==> src/sv/bpts_pkg.sv <==
// ----------------------------------------------------------------------------
// bpts_pkg
// Shared types, constants and helpers of the bitmap priority task scheduler.
// ----------------------------------------------------------------------------
package bpts_pkg;

  localparam int TASKS   = 32;
  localparam int IDX_W   = (TASKS > 1) ? $clog2(TASKS) : 1;
  localparam int PRI_W   = 5;
  localparam int CMD_W   = 3;
  localparam int TICKS_W = 16;
  localparam int WORD_W  = 32;
  localparam int QDEPTH  = 2;
  localparam int SCAN_LAST = TASKS - 1;

  typedef logic [TASKS-1:0] map_t;

  typedef enum logic [CMD_W-1:0] {
    CMD_TICK    = 3'd0,
    CMD_CREATE  = 3'd1,
    CMD_DELAY   = 3'd2,
    CMD_SUSPEND = 3'd3,
    CMD_RESUME  = 3'd4,
    CMD_DELETE  = 3'd5,
    CMD_FREE    = 3'd6,
    CMD_STATUS  = 3'd7
  } cmd_e;

  // Operations after decode; a status, a disabled tick and an out-of-range priority become OP_NOP.
  typedef enum logic [2:0] {
    OP_NOP,
    OP_TICK,
    OP_CREATE,
    OP_DELAY,
    OP_SUSPEND,
    OP_RESUME,
    OP_DELETE,
    OP_FREE
  } op_e;

  typedef struct packed {
    op_e                op;
    logic [IDX_W-1:0]   idx;
    logic [TICKS_W-1:0] ticks;
  } job_t;

  typedef enum logic [2:0] {
    ST_IDLE,
    ST_EXEC,
    ST_SCAN,
    ST_DRAIN,
    ST_FIN
  } state_e;

  typedef struct packed {
    logic [PRI_W-1:0]  highest_ready;
    logic              none_ready;
    logic              switch_request;
    logic [WORD_W-1:0] ready_mask;
    logic [WORD_W-1:0] delayed_mask;
    logic [WORD_W-1:0] suspended_mask;
    logic              freed_valid;
    logic [PRI_W-1:0]  freed_priority;
    logic [WORD_W-1:0] tick_count;
  } res_t;

  // Highest set bit, zero when empty.
  function automatic logic [PRI_W-1:0] top_bit(input map_t v);
    logic [PRI_W-1:0] r;
    r = '0;
    for (int i = 0; i < TASKS; i++) begin
      if (v[i]) begin
        r = PRI_W'(i);
      end
    end
    return r;
  endfunction

endpackage

==> src/sv/bpts_if.sv <==
// ----------------------------------------------------------------------------
// bpts channel interfaces
// Command, result and configuration channels, valid/ready handshake.
// ----------------------------------------------------------------------------
interface bpts_cmd_if;
  logic                         valid;
  logic                         ready;
  logic [bpts_pkg::CMD_W-1:0]   command;
  logic [bpts_pkg::PRI_W-1:0]   task_priority;
  logic [bpts_pkg::TICKS_W-1:0] delay_ticks;

  modport source (output valid, command, task_priority, delay_ticks, input ready);
  modport sink   (input valid, command, task_priority, delay_ticks, output ready);
endinterface

interface bpts_res_if;
  logic                        valid;
  logic                        ready;
  logic [bpts_pkg::PRI_W-1:0]  highest_ready;
  logic                        none_ready;
  logic                        switch_request;
  logic [bpts_pkg::WORD_W-1:0] ready_mask;
  logic [bpts_pkg::WORD_W-1:0] delayed_mask;
  logic [bpts_pkg::WORD_W-1:0] suspended_mask;
  logic                        freed_valid;
  logic [bpts_pkg::PRI_W-1:0]  freed_priority;
  logic [bpts_pkg::WORD_W-1:0] tick_count;

  modport source (output valid, highest_ready, none_ready, switch_request, ready_mask,
                  delayed_mask, suspended_mask, freed_valid, freed_priority,
                  tick_count, input ready);
  modport sink   (input valid, highest_ready, none_ready, switch_request, ready_mask,
                  delayed_mask, suspended_mask, freed_valid, freed_priority,
                  tick_count, output ready);
endinterface

interface bpts_cfg_if;
  logic valid;
  logic ready;
  logic tick_enable;

  modport source (output valid, tick_enable, input ready);
  modport sink   (input valid, tick_enable, output ready);
endinterface

==> src/sv/bpts_ram.sv <==
// ----------------------------------------------------------------------------
// bpts_ram
// Generic simple dual-port RAM, one write and one registered read per cycle.
// ----------------------------------------------------------------------------
module bpts_ram #(
  parameter int WIDTH = 32,
  parameter int DEPTH = 32
) (
  input  logic                                       clk_i,
  input  logic                                       we_i,
  input  logic [((DEPTH > 1) ? $clog2(DEPTH) : 1)-1:0] waddr_i,
  input  logic [WIDTH-1:0]                           wdata_i,
  input  logic [((DEPTH > 1) ? $clog2(DEPTH) : 1)-1:0] raddr_i,
  output logic [WIDTH-1:0]                           rdata_o
);

  logic [WIDTH-1:0] mem_q [DEPTH];
  logic [WIDTH-1:0] rdata_q;

  always_ff @(posedge clk_i) begin
    if (we_i) begin
      mem_q[waddr_i] <= wdata_i;
    end
    rdata_q <= mem_q[raddr_i];
  end

  assign rdata_o = rdata_q;

endmodule

==> src/sv/bpts_fifo.sv <==
// ----------------------------------------------------------------------------
// bpts_fifo
// Short job queue between the decode front and the execution back end.
// ----------------------------------------------------------------------------
module bpts_fifo (
  input  logic           clk_i,
  input  logic           rst_ni,
  input  logic           push_valid_i,
  output logic           push_ready_o,
  input  bpts_pkg::job_t push_data_i,
  output logic           pop_valid_o,
  input  logic           pop_ready_i,
  output bpts_pkg::job_t pop_data_o
);

  localparam int PTR_W = (bpts_pkg::QDEPTH > 1) ? $clog2(bpts_pkg::QDEPTH) : 1;
  localparam int CNT_W = $clog2(bpts_pkg::QDEPTH + 1);

  bpts_pkg::job_t   slot_q [bpts_pkg::QDEPTH];
  logic [PTR_W-1:0] wr_ptr_q, wr_ptr_d;
  logic [PTR_W-1:0] rd_ptr_q, rd_ptr_d;
  logic [CNT_W-1:0] count_q, count_d;
  logic             push, pop;

  assign push_ready_o = (count_q != CNT_W'(bpts_pkg::QDEPTH));
  assign pop_valid_o  = (count_q != '0);
  assign pop_data_o   = slot_q[rd_ptr_q];
  assign push         = push_valid_i && push_ready_o;
  assign pop          = pop_valid_o && pop_ready_i;

  always_comb begin
    wr_ptr_d = wr_ptr_q;
    rd_ptr_d = rd_ptr_q;
    count_d  = count_q;
    if (push) begin
      wr_ptr_d = (wr_ptr_q == PTR_W'(bpts_pkg::QDEPTH - 1)) ? '0 : wr_ptr_q + 1'b1;
    end
    if (pop) begin
      rd_ptr_d = (rd_ptr_q == PTR_W'(bpts_pkg::QDEPTH - 1)) ? '0 : rd_ptr_q + 1'b1;
    end
    if (push && !pop) begin
      count_d = count_q + 1'b1;
    end else if (pop && !push) begin
      count_d = count_q - 1'b1;
    end
  end

  always_ff @(posedge clk_i or negedge rst_ni) begin
    if (!rst_ni) begin
      wr_ptr_q <= '0;
      rd_ptr_q <= '0;
      count_q  <= '0;
    end else begin
      wr_ptr_q <= wr_ptr_d;
      rd_ptr_q <= rd_ptr_d;
      count_q  <= count_d;
    end
  end

  always_ff @(posedge clk_i) begin
    if (push) begin
      slot_q[wr_ptr_q] <= push_data_i;
    end
  end

endmodule

==> src/sv/bpts_front.sv <==
// ----------------------------------------------------------------------------
// bpts_front
// Accepts commands, holds tick_enable and decodes each command into a job.
// ----------------------------------------------------------------------------
module bpts_front (
  input  logic           clk_i,
  input  logic           rst_ni,
  bpts_cmd_if.sink       cmd_i,
  bpts_cfg_if.sink       cfg_i,
  output logic           job_valid_o,
  input  logic           job_ready_i,
  output bpts_pkg::job_t job_o
);

  logic tick_en_q, tick_en_d;
  logic in_range;

  assign cfg_i.ready = 1'b1;

  always_comb begin
    tick_en_d = tick_en_q;
    if (cfg_i.valid) begin
      tick_en_d = cfg_i.tick_enable;
    end
  end

  always_ff @(posedge clk_i or negedge rst_ni) begin
    if (!rst_ni) begin
      tick_en_q <= 1'b1;
    end else begin
      tick_en_q <= tick_en_d;
    end
  end

  assign in_range = (32'(cmd_i.task_priority) < 32'(bpts_pkg::TASKS));

  always_comb begin
    job_o.idx   = cmd_i.task_priority[bpts_pkg::IDX_W-1:0];
    job_o.ticks = cmd_i.delay_ticks;
    job_o.op    = bpts_pkg::OP_NOP;
    case (bpts_pkg::cmd_e'(cmd_i.command))
      bpts_pkg::CMD_TICK:    job_o.op = tick_en_q ? bpts_pkg::OP_TICK : bpts_pkg::OP_NOP;
      bpts_pkg::CMD_CREATE:  job_o.op = in_range ? bpts_pkg::OP_CREATE : bpts_pkg::OP_NOP;
      bpts_pkg::CMD_DELAY:   job_o.op = in_range ? bpts_pkg::OP_DELAY : bpts_pkg::OP_NOP;
      bpts_pkg::CMD_SUSPEND: job_o.op = in_range ? bpts_pkg::OP_SUSPEND : bpts_pkg::OP_NOP;
      bpts_pkg::CMD_RESUME:  job_o.op = in_range ? bpts_pkg::OP_RESUME : bpts_pkg::OP_NOP;
      bpts_pkg::CMD_DELETE:  job_o.op = in_range ? bpts_pkg::OP_DELETE : bpts_pkg::OP_NOP;
      bpts_pkg::CMD_FREE:    job_o.op = bpts_pkg::OP_FREE;
      default:               job_o.op = bpts_pkg::OP_NOP;
    endcase
  end

  assign job_valid_o = cmd_i.valid;
  assign cmd_i.ready = job_ready_i;

endmodule

==> src/sv/bpts_back.sv <==
// ----------------------------------------------------------------------------
// bpts_back
// Executes jobs on the task bitmaps; a tick scans the wake-time RAM.
// ----------------------------------------------------------------------------
module bpts_back (
  input  logic           clk_i,
  input  logic           rst_ni,
  input  logic           pop_valid_i,
  output logic           pop_ready_o,
  input  bpts_pkg::job_t job_i,
  bpts_res_if.source     res_o
);

  bpts_pkg::state_e state_q, state_d;
  bpts_pkg::job_t   cur_q, cur_d;
  bpts_pkg::map_t   ready_q, ready_d;
  bpts_pkg::map_t   delayed_q, delayed_d;
  bpts_pkg::map_t   susp_q, susp_d;
  bpts_pkg::map_t   dead_q, dead_d;
  bpts_pkg::map_t   pw_q, pw_d;
  bpts_pkg::map_t   bit_sel;
  bpts_pkg::map_t   free_sel;
  logic [bpts_pkg::WORD_W-1:0] cnt_q, cnt_d;
  logic [bpts_pkg::PRI_W-1:0]  old_top_q, old_top_d;
  logic                        old_none_q, old_none_d;
  logic                        freed_v_q, freed_v_d;
  logic [bpts_pkg::PRI_W-1:0]  freed_p_q, freed_p_d;
  logic [bpts_pkg::PRI_W-1:0]  dead_top;
  logic [bpts_pkg::PRI_W-1:0]  new_top;
  logic [bpts_pkg::IDX_W-1:0]  scan_q, scan_d;
  logic                        chk_vld_q, chk_vld_d;
  logic [bpts_pkg::IDX_W-1:0]  chk_idx_q, chk_idx_d;
  bpts_pkg::res_t              res_q, res_d;
  logic                        res_vld_q, res_vld_d;
  logic                        res_free;
  logic                        ram_we;
  logic [bpts_pkg::WORD_W-1:0] wake;
  logic [bpts_pkg::WORD_W-1:0] ram_rdata;

  assign res_free = !res_vld_q || res_o.ready;
  assign bit_sel  = bpts_pkg::map_t'(1) << cur_q.idx;
  assign dead_top = bpts_pkg::top_bit(dead_q);
  assign free_sel = bpts_pkg::map_t'(1) << dead_top[bpts_pkg::IDX_W-1:0];
  assign new_top  = bpts_pkg::top_bit(ready_q);
  assign wake     = cnt_q + bpts_pkg::WORD_W'(cur_q.ticks);

  bpts_ram #(
    .WIDTH (bpts_pkg::WORD_W),
    .DEPTH (bpts_pkg::TASKS)
  ) u_wake_ram (
    .clk_i   (clk_i),
    .we_i    (ram_we),
    .waddr_i (cur_q.idx),
    .wdata_i (wake),
    .raddr_i (scan_q),
    .rdata_o (ram_rdata)
  );

  // Next state
  always_comb begin
    state_d = state_q;
    case (state_q)
      bpts_pkg::ST_IDLE: begin
        if (pop_valid_i) begin
          state_d = bpts_pkg::ST_EXEC;
        end
      end
      bpts_pkg::ST_EXEC: begin
        state_d = (cur_q.op == bpts_pkg::OP_TICK) ? bpts_pkg::ST_SCAN : bpts_pkg::ST_FIN;
      end
      bpts_pkg::ST_SCAN: begin
        if (scan_q == bpts_pkg::IDX_W'(bpts_pkg::SCAN_LAST)) begin
          state_d = bpts_pkg::ST_DRAIN;
        end
      end
      bpts_pkg::ST_DRAIN: state_d = bpts_pkg::ST_FIN;
      bpts_pkg::ST_FIN: begin
        if (res_free) begin
          state_d = bpts_pkg::ST_IDLE;
        end
      end
      default: state_d = bpts_pkg::ST_IDLE;
    endcase
  end

  // Datapath and outputs
  always_comb begin
    cur_d      = cur_q;
    ready_d    = ready_q;
    delayed_d  = delayed_q;
    susp_d     = susp_q;
    dead_d     = dead_q;
    pw_d       = pw_q;
    cnt_d      = cnt_q;
    old_top_d  = old_top_q;
    old_none_d = old_none_q;
    freed_v_d  = freed_v_q;
    freed_p_d  = freed_p_q;
    scan_d     = scan_q;
    chk_vld_d  = 1'b0;
    chk_idx_d  = chk_idx_q;
    res_d      = res_q;
    res_vld_d  = res_vld_q && !res_o.ready;
    ram_we     = 1'b0;
    pop_ready_o = 1'b0;

    case (state_q)
      bpts_pkg::ST_IDLE: begin
        pop_ready_o = 1'b1;
        scan_d      = '0;
        if (pop_valid_i) begin
          cur_d = job_i;
        end
      end
      bpts_pkg::ST_EXEC: begin
        old_top_d  = new_top;
        old_none_d = (ready_q == '0);
        freed_v_d  = 1'b0;
        freed_p_d  = '0;
        case (cur_q.op)
          bpts_pkg::OP_TICK: begin
            cnt_d = cnt_q + 1'b1;
            // wrap: everything not waiting for the wrap is due, flags clear
            if (cnt_q == '1) begin
              ready_d   = ready_q | (delayed_q & ~pw_q);
              delayed_d = delayed_q & pw_q;
              pw_d      = '0;
            end
          end
          bpts_pkg::OP_CREATE: ready_d = ready_q | bit_sel;
          bpts_pkg::OP_DELAY: begin
            ram_we    = 1'b1;
            pw_d      = (wake < cnt_q) ? (pw_q | bit_sel) : (pw_q & ~bit_sel);
            delayed_d = delayed_q | bit_sel;
            ready_d   = ready_q & ~bit_sel;
          end
          bpts_pkg::OP_SUSPEND: begin
            ready_d = ready_q & ~bit_sel;
            susp_d  = susp_q | bit_sel;
          end
          bpts_pkg::OP_RESUME: begin
            susp_d  = susp_q & ~bit_sel;
            ready_d = ready_q | bit_sel;
          end
          bpts_pkg::OP_DELETE: begin
            ready_d = ready_q & ~bit_sel;
            dead_d  = dead_q | bit_sel;
          end
          bpts_pkg::OP_FREE: begin
            if (dead_q != '0) begin
              freed_v_d = 1'b1;
              freed_p_d = dead_top;
              dead_d    = dead_q & ~free_sel;
              ready_d   = ready_q & ~free_sel;
            end
          end
          default: ;
        endcase
      end
      bpts_pkg::ST_SCAN: begin
        chk_vld_d = 1'b1;
        chk_idx_d = scan_q;
        scan_d    = scan_q + 1'b1;
      end
      bpts_pkg::ST_FIN: begin
        if (res_free) begin
          res_vld_d            = 1'b1;
          res_d.highest_ready  = new_top;
          res_d.none_ready     = (ready_q == '0);
          res_d.switch_request = ((ready_q == '0) != old_none_q) || (new_top != old_top_q);
          res_d.ready_mask     = bpts_pkg::WORD_W'(ready_q);
          res_d.delayed_mask   = bpts_pkg::WORD_W'(delayed_q);
          res_d.suspended_mask = bpts_pkg::WORD_W'(susp_q);
          res_d.freed_valid    = freed_v_q;
          res_d.freed_priority = freed_p_q;
          res_d.tick_count     = cnt_q;
        end
      end
      default: ;
    endcase

    // wake-time check, one entry per cycle behind the RAM read
    if (chk_vld_q && delayed_q[chk_idx_q] && !pw_q[chk_idx_q] && (cnt_q >= ram_rdata)) begin
      delayed_d[chk_idx_q] = 1'b0;
      ready_d[chk_idx_q]   = 1'b1;
    end
  end

  always_ff @(posedge clk_i or negedge rst_ni) begin
    if (!rst_ni) begin
      state_q   <= bpts_pkg::ST_IDLE;
      ready_q   <= '0;
      delayed_q <= '0;
      susp_q    <= '0;
      dead_q    <= '0;
      pw_q      <= '0;
      cnt_q     <= '0;
      chk_vld_q <= 1'b0;
      res_vld_q <= 1'b0;
    end else begin
      state_q   <= state_d;
      ready_q   <= ready_d;
      delayed_q <= delayed_d;
      susp_q    <= susp_d;
      dead_q    <= dead_d;
      pw_q      <= pw_d;
      cnt_q     <= cnt_d;
      chk_vld_q <= chk_vld_d;
      res_vld_q <= res_vld_d;
    end
  end

  always_ff @(posedge clk_i) begin
    cur_q      <= cur_d;
    old_top_q  <= old_top_d;
    old_none_q <= old_none_d;
    freed_v_q  <= freed_v_d;
    freed_p_q  <= freed_p_d;
    scan_q     <= scan_d;
    chk_idx_q  <= chk_idx_d;
    res_q      <= res_d;
  end

  assign res_o.valid          = res_vld_q;
  assign res_o.highest_ready  = res_q.highest_ready;
  assign res_o.none_ready     = res_q.none_ready;
  assign res_o.switch_request = res_q.switch_request;
  assign res_o.ready_mask     = res_q.ready_mask;
  assign res_o.delayed_mask   = res_q.delayed_mask;
  assign res_o.suspended_mask = res_q.suspended_mask;
  assign res_o.freed_valid    = res_q.freed_valid;
  assign res_o.freed_priority = res_q.freed_priority;
  assign res_o.tick_count     = res_q.tick_count;

`ifndef SYNTHESIS
  // a past-wrap flag only exists for a task that is still delayed
  a_pw_delayed: assert property (@(posedge clk_i) disable iff (!rst_ni)
    (pw_q & ~delayed_q) == '0)
    else $error("past-wrap flag set on a task that is not delayed");

  a_tick_inc: assert property (@(posedge clk_i) disable iff (!rst_ni)
    (state_q == bpts_pkg::ST_EXEC && cur_q.op == bpts_pkg::OP_TICK)
    |=> cnt_q == $past(cnt_q) + 1'b1)
    else $error("tick did not advance the counter by one");

  a_chk_scan: assert property (@(posedge clk_i) disable iff (!rst_ni)
    chk_vld_q |-> $past(state_q) == bpts_pkg::ST_SCAN)
    else $error("wake check outside a scan");

  a_res_fin: assert property (@(posedge clk_i) disable iff (!rst_ni)
    $rose(res_vld_q) |-> $past(state_q) == bpts_pkg::ST_FIN)
    else $error("result loaded outside finish state");

  a_pop_exec: assert property (@(posedge clk_i) disable iff (!rst_ni)
    (pop_valid_i && pop_ready_o) |=> state_q == bpts_pkg::ST_EXEC)
    else $error("popped job not executed");
`endif

endmodule

==> src/sv/bitmap_priority_task_scheduler.sv <==
// ----------------------------------------------------------------------------
// bitmap_priority_task_scheduler
// Bitmap task scheduler with tick-driven delayed wake-up.
//
//   channel   dir  port   payload
//   command   in   cmd_i  command, task_priority, delay_ticks
//   result    out  res_o  highest_ready .. tick_count, one per command
//   config    in   cfg_i  tick_enable (always ready)
//
// A command takes the back end through pick-up, execute and result load; an
// enabled tick adds the scan of the wake-time RAM, one entry per cycle through
// its single read port, and a drain. A two-entry queue decouples command intake
// from execution, and the result register lets the next command run while a
// result waits. Reset is asynchronous; there is no clearing pass.
// ----------------------------------------------------------------------------
module bitmap_priority_task_scheduler (
  input  logic       clk_i,
  input  logic       rst_ni,
  bpts_cmd_if.sink   cmd_i,
  bpts_cfg_if.sink   cfg_i,
  bpts_res_if.source res_o
);

  logic           push_valid, push_ready;
  logic           pop_valid, pop_ready;
  bpts_pkg::job_t push_job, pop_job;

  bpts_front u_front (
    .clk_i       (clk_i),
    .rst_ni      (rst_ni),
    .cmd_i       (cmd_i),
    .cfg_i       (cfg_i),
    .job_valid_o (push_valid),
    .job_ready_i (push_ready),
    .job_o       (push_job)
  );

  bpts_fifo u_fifo (
    .clk_i        (clk_i),
    .rst_ni       (rst_ni),
    .push_valid_i (push_valid),
    .push_ready_o (push_ready),
    .push_data_i  (push_job),
    .pop_valid_o  (pop_valid),
    .pop_ready_i  (pop_ready),
    .pop_data_o   (pop_job)
  );

  bpts_back u_back (
    .clk_i       (clk_i),
    .rst_ni      (rst_ni),
    .pop_valid_i (pop_valid),
    .pop_ready_o (pop_ready),
    .job_i       (pop_job),
    .res_o       (res_o)
  );

endmodule

==> src/flat_wrapper.sv <==
// flat-port wrapper written by rule: the top's interface ports become plain ports
module bitmap_priority_task_scheduler_flat 
  (clk_i, rst_ni, cmd_i_valid, cmd_i_command, cmd_i_task_priority, cmd_i_delay_ticks, cmd_i_ready, cfg_i_valid, cfg_i_tick_enable, cfg_i_ready, res_o_valid, res_o_highest_ready, res_o_none_ready, res_o_switch_request, res_o_ready_mask, res_o_delayed_mask, res_o_suspended_mask, res_o_freed_valid, res_o_freed_priority, res_o_tick_count, res_o_ready);
  bpts_cmd_if cmd_i_i ();
  bpts_cfg_if cfg_i_i ();
  bpts_res_if res_o_i ();
  input  logic clk_i;
  input  logic rst_ni;
  input wire logic [$bits(cmd_i_i.valid)-1:0] cmd_i_valid;
  input wire logic [$bits(cmd_i_i.command)-1:0] cmd_i_command;
  input wire logic [$bits(cmd_i_i.task_priority)-1:0] cmd_i_task_priority;
  input wire logic [$bits(cmd_i_i.delay_ticks)-1:0] cmd_i_delay_ticks;
  output wire logic [$bits(cmd_i_i.ready)-1:0] cmd_i_ready;
  input wire logic [$bits(cfg_i_i.valid)-1:0] cfg_i_valid;
  input wire logic [$bits(cfg_i_i.tick_enable)-1:0] cfg_i_tick_enable;
  output wire logic [$bits(cfg_i_i.ready)-1:0] cfg_i_ready;
  output wire logic [$bits(res_o_i.valid)-1:0] res_o_valid;
  output wire logic [$bits(res_o_i.highest_ready)-1:0] res_o_highest_ready;
  output wire logic [$bits(res_o_i.none_ready)-1:0] res_o_none_ready;
  output wire logic [$bits(res_o_i.switch_request)-1:0] res_o_switch_request;
  output wire logic [$bits(res_o_i.ready_mask)-1:0] res_o_ready_mask;
  output wire logic [$bits(res_o_i.delayed_mask)-1:0] res_o_delayed_mask;
  output wire logic [$bits(res_o_i.suspended_mask)-1:0] res_o_suspended_mask;
  output wire logic [$bits(res_o_i.freed_valid)-1:0] res_o_freed_valid;
  output wire logic [$bits(res_o_i.freed_priority)-1:0] res_o_freed_priority;
  output wire logic [$bits(res_o_i.tick_count)-1:0] res_o_tick_count;
  input wire logic [$bits(res_o_i.ready)-1:0] res_o_ready;
  assign cmd_i_i.valid = cmd_i_valid;
  assign cmd_i_i.command = cmd_i_command;
  assign cmd_i_i.task_priority = cmd_i_task_priority;
  assign cmd_i_i.delay_ticks = cmd_i_delay_ticks;
  assign cmd_i_ready = cmd_i_i.ready;
  assign cfg_i_i.valid = cfg_i_valid;
  assign cfg_i_i.tick_enable = cfg_i_tick_enable;
  assign cfg_i_ready = cfg_i_i.ready;
  assign res_o_valid = res_o_i.valid;
  assign res_o_highest_ready = res_o_i.highest_ready;
  assign res_o_none_ready = res_o_i.none_ready;
  assign res_o_switch_request = res_o_i.switch_request;
  assign res_o_ready_mask = res_o_i.ready_mask;
  assign res_o_delayed_mask = res_o_i.delayed_mask;
  assign res_o_suspended_mask = res_o_i.suspended_mask;
  assign res_o_freed_valid = res_o_i.freed_valid;
  assign res_o_freed_priority = res_o_i.freed_priority;
  assign res_o_tick_count = res_o_i.tick_count;
  assign res_o_i.ready = res_o_ready;
  bitmap_priority_task_scheduler u_core (.clk_i(clk_i), .rst_ni(rst_ni), .cmd_i(cmd_i_i), .cfg_i(cfg_i_i), .res_o(res_o_i));
endmodule
==> config.mk <==
export PLATFORM = sky130hd
export DESIGN_NAME = bitmap_priority_task_scheduler_flat
export DESIGN_NICKNAME = d
export VERILOG_FILES = /design/src/sv/bpts_pkg.sv /design/src/sv/bpts_if.sv /design/src/sv/bpts_ram.sv /design/src/sv/bpts_fifo.sv /design/src/sv/bpts_front.sv /design/src/sv/bpts_back.sv /design/src/sv/bitmap_priority_task_scheduler.sv /design/src/flat_wrapper.sv
export SDC_FILE = /design/constraint.sdc
export NUM_CORES = 2
export LEC_CHECK = 0
export ABC_AREA = 1
export BUFFER_PORTS_ARGS = -buffer_cell sky130_fd_sc_hd__buf_2
export CAP_MARGIN = 30
export CORE_ASPECT_RATIO = 1.1
export CORE_MARGIN = 8
export CORE_UTILIZATION = 50
export CTS_BUF_LIST = sky130_fd_sc_hd__clkbuf_16
export CTS_CLUSTER_SIZE = 16
export DETAILED_ROUTE_END_ITERATION = 6
export GPL_ROUTABILITY_DRIVEN = 1
export PLACE_DENSITY = 0.67
export SETUP_SLACK_MARGIN = 0.5
export SLEW_MARGIN = 20
export SYNTH_ARGS = -nofsm -noshare
export SYNTH_HDL_FRONTEND = slang
export SYNTH_SLANG_ARGS = --single-unit
==> constraint.sdc <==
create_clock -name clk_i -period 10.65 [get_ports clk_i]
set_clock_uncertainty 0.1 [all_clocks]
set_input_delay 1.5975 -clock clk_i [delete_from_list [all_inputs] [get_ports clk_i]]
set_output_delay 1.5975 -clock clk_i [all_outputs]
set_load 0.02 [all_outputs]
==> out/summary.txt <==
RSZ-0062 raised after global routing: false
Synth unique cells: 68
PD cells: 284 nW/um^2
Post_cts resized: 0
CTS Buffer Depth: 3
CP arrival: 7.10 ns
DR WL met2: 84100 um
Avg WL per Cell: 25.3 um
Seq/Total Area, Yosys: 0.696
HPWL after DPL: 103000 um
Final min period: 6.55 ns
Outcome: finished clean
Ratio of final minimum period to clock period: 0.615
Number of post-CTS setup repair buffers: 0
Routed vias/inst: 6.07
1st-pass router iterations: 6
Reg clk slew, reported paths: 0.06 ns
Final nets: 5671
Final Hold Viols: 0
Crit path buffers/inverters: 1
Syn Inst Count: 5416
Critical Path Slowest Stage Cell: inv_1
Peak Freq: 153 MHz
CP max stage delay: 0.64 ns
First-pass GRT wire length: 273000 um
Antenna violations before repair: 3
Cells after DPL: 7064
H-Tree Depth: 4
Max Cap Viol: 0
Layout cell share with drive strength beyond 1: 0.109
Highest metal used: met4
Async set or reset register ratio after synthesis: 0.135
Mean Syn Cell Area: 11.5 um^2
Syn_nets: 5525
Hold_buf cts: 0
Worst Setup End Kind: register
Worst slew pin tran: 1.10 ns
Vias in the first global route: 42100
Worst VDD drop: 237 uV
Iter 0 DRT Violations: 6214
Die area: 137000 um^2
Area delta synth->final: 12.8%
Die Ht: 387 um
Met3 WL: 19200 um
Mapped Area: 62500 um^2
# port buffers: 172
Final WL: 186000 um
Width of the die: 353 um
Clock sinks: 1493
Met1 wire length: 74500 um
Pin count of the biggest net entering global routing: 231
Required time of the critical path: 11.21 ns
Pleak: 26.9 nW
Slew Viols, Final: 0
Cell repeated most along the worst path: nand2_1
Drt drc: 0
Hold WC Path Type: reg -> reg
Final GP Congestion: 0.938
Number of synthesized flops with an enable pin: 1259
Core area: 125000 um^2
CP top delay family: simple AND/OR/NAND/NOR gates
# setup viols final: 0
Post-route ant nets: 0
Synthesis Warnings: 0
Critical path class: reg -> reg
CTS tree: yes
Worst setup SP type: register
Dominant synthesized flop cell: edfxtp_1
Tot GR Track Use: 0.262
Starting Density: 0.502
Global route total overflow: 0
Vias: 44600
Io pins: 174
Setup TNS: 0 ns
Total CTS buffers: 147
Worst slew margin: 0.268
Site row count: 136
Clk_lat worst skew: 0.79 ns
Finished Layout Cells: 7341
Synth Register Bits: 1493
Worst-path fanout max: 33
Root cell of the clock tree: clkbuf_16
layout make-up:
| type | count | area [um^2] |
|---|---|---|
| antenna | 1 | 2.50 |
| clock buffer | 149 | 3730 |
| clock inverter | 122 | 962 |
| fill | 10200 | 54100 |
| inverter | 359 | 1370 |
| multi-input combinational | 3273 | 16900 |
| sequential | 1493 | 43500 |
| tap | 1656 | 2070 |
| timing repair buffer | 288 | 1910 |
flip-flops by register name, summed over array words and instances (netlist names), 24 cells and up, named ones only:
name / count
u_core.u_back.cur_q: 24
u_core.u_back.res_o.suspended_mask: 32
u_core.u_back.res_o.ready_mask: 32
u_core.u_back.pw_q: 32
u_core.u_back.delayed_q: 32
u_core.u_fifo.slot_q: 48
u_core.u_back.ready_q: 32
u_core.u_back.u_wake_ram.mem_q: 1024
u_core.u_back.dead_q: 32
u_core.u_back.u_wake_ram.rdata_o: 32
u_core.u_back.res_o.tick_count: 32
u_core.u_back.res_o.delayed_mask: 32
u_core.u_back.cnt_q: 32
metal layers:
metal,track usage,up-vias
li1,-,19700
met1,0.366,22000
met2,0.404,2450
met3,0.0513,454
met4,0.108,0
met5,0,-
power by group:
part,total [mW],internal [mW],leakage [nW],switching (mW)
registers,7.99,7.51,15.8,0.479
logic,6.91,1.90,8.62,5.02
clock network,5.09,2.87,2.43,2.22
Yosys cell counts, drive strengths merged (2+ instances only):
library cell / number / area (um^2)
a211oi: 7 / 52.6
a21boi: 5 / 60.1
a21o: 5 / 37.5
a21oi: 187 / 958
a221oi: 3 / 26.3
a22oi: 15 / 113
a31oi: 61 / 382
a32o: 2 / 20.0
a32oi: 3 / 26.3
and3: 2 / 12.5
buf: 18 / 120
clkbuf: 273 / 1020
clkinv: 3 / 11.3
dfrtp: 201 / 5030
dfxtp: 32 / 641
edfxtp: 1259 / 37800
ha: 78 / 976
inv: 356 / 1340
nand2: 620 / 2410
nand3: 90 / 468
nand3b: 2 / 27.5
nand4: 27 / 169
nor2: 866 / 3290
nor3: 45 / 255
nor3b: 2 / 15.0
nor4: 15 / 100
o211ai: 7 / 52.6
o21ai: 782 / 3950
o21bai: 5 / 41.3
o221ai: 9 / 78.8
o22ai: 316 / 1980
o31ai: 21 / 158
o32ai: 28 / 245
or2: 2 / 12.5
xnor2: 9 / 78.8
xor2: 49 / 429
layout by cell type (no fill, tap or decap), types with 15 or more instances in the layout:
cell and instances:
nand2_1 586, buf_4 103, edfxtp_1 1259, nand4_1 27, nor2_4 34, clkinv_1 31, a31oi_1 61, inv_1 384
o32ai_1 28, dfxtp_1 32, nor2_1 824, ha_1 78, o31ai_1 21, nor3_1 37, a22oi_1 15, xor2_1 40
a21oi_1 183, clkbuf_16 149, o21ai_0 764, o22ai_1 316, dfrtp_1 201, nand2_2 33, buf_2 171, nand3_1 88
clkinv_2 16
final timing paths:
kind,from,slack (ns),cells after the start,end
max in group asynchronous,rst_ni,8.25,2,u_core.u_back.pw_q[13]$_DFFE_PN0P_
worst max-delay path,u_core.u_back.cnt_q[0]$_DFFE_PN0P_,4.10,30,u_core.u_back.pw_q[0]$_DFFE_PN0P_
worst max register to register,u_core.u_back.cnt_q[0]$_DFFE_PN0P_,4.10,30,u_core.u_back.pw_q[0]$_DFFE_PN0P_
worst min-delay path,u_core.u_back.freed_p_q[0]$_SDFFCE_PN0P_,0.32,0,u_core.u_back.res_o.freed_priority[0]$_DFFE_PP_
min in group asynchronous,rst_ni,0.71,1,u_core.u_back.cnt_q[2]$_DFFE_PN0P_
worst min register to register,u_core.u_back.freed_p_q[0]$_SDFFCE_PN0P_,0.32,0,u_core.u_back.res_o.freed_priority[0]$_DFFE_PP_
logic make-up after synthesis:
| kind of cell | after synthesis | synth area share |
|---|---|---|
| simple gates | 1672 | 0.108 |
| compound gates | 1462 | 0.132 |
| buf+inv | 650 | 0.0399 |
| mux | 1 | 0.000180 |
| fa+ha+maj | 79 | 0.0159 |
| other cells | 1 | 0.0000600 |
| xor+xnor | 58 | 0.00813 |
| flops | 1493 | 0.696 |
per-stage QoR:
step	util	area [um^2]	hold slack, ns	setup slack [ns]	total power, mW
2_1_floorplan	-	62500	0.300	1.41	12.4
3_3_place_gp	0.527	65600	0.306	4.28	14.7
3_5_place_dp	0.527	65700	0.316	4.18	14.8
4_1_cts	0.565	70400	0.319	4.12	19.9
5_1_grt	0.566	70500	0.332	3.55	20.9
6_report	0.566	70500	0.317	4.10	20.0
Power figures use the tool's default switching activity.
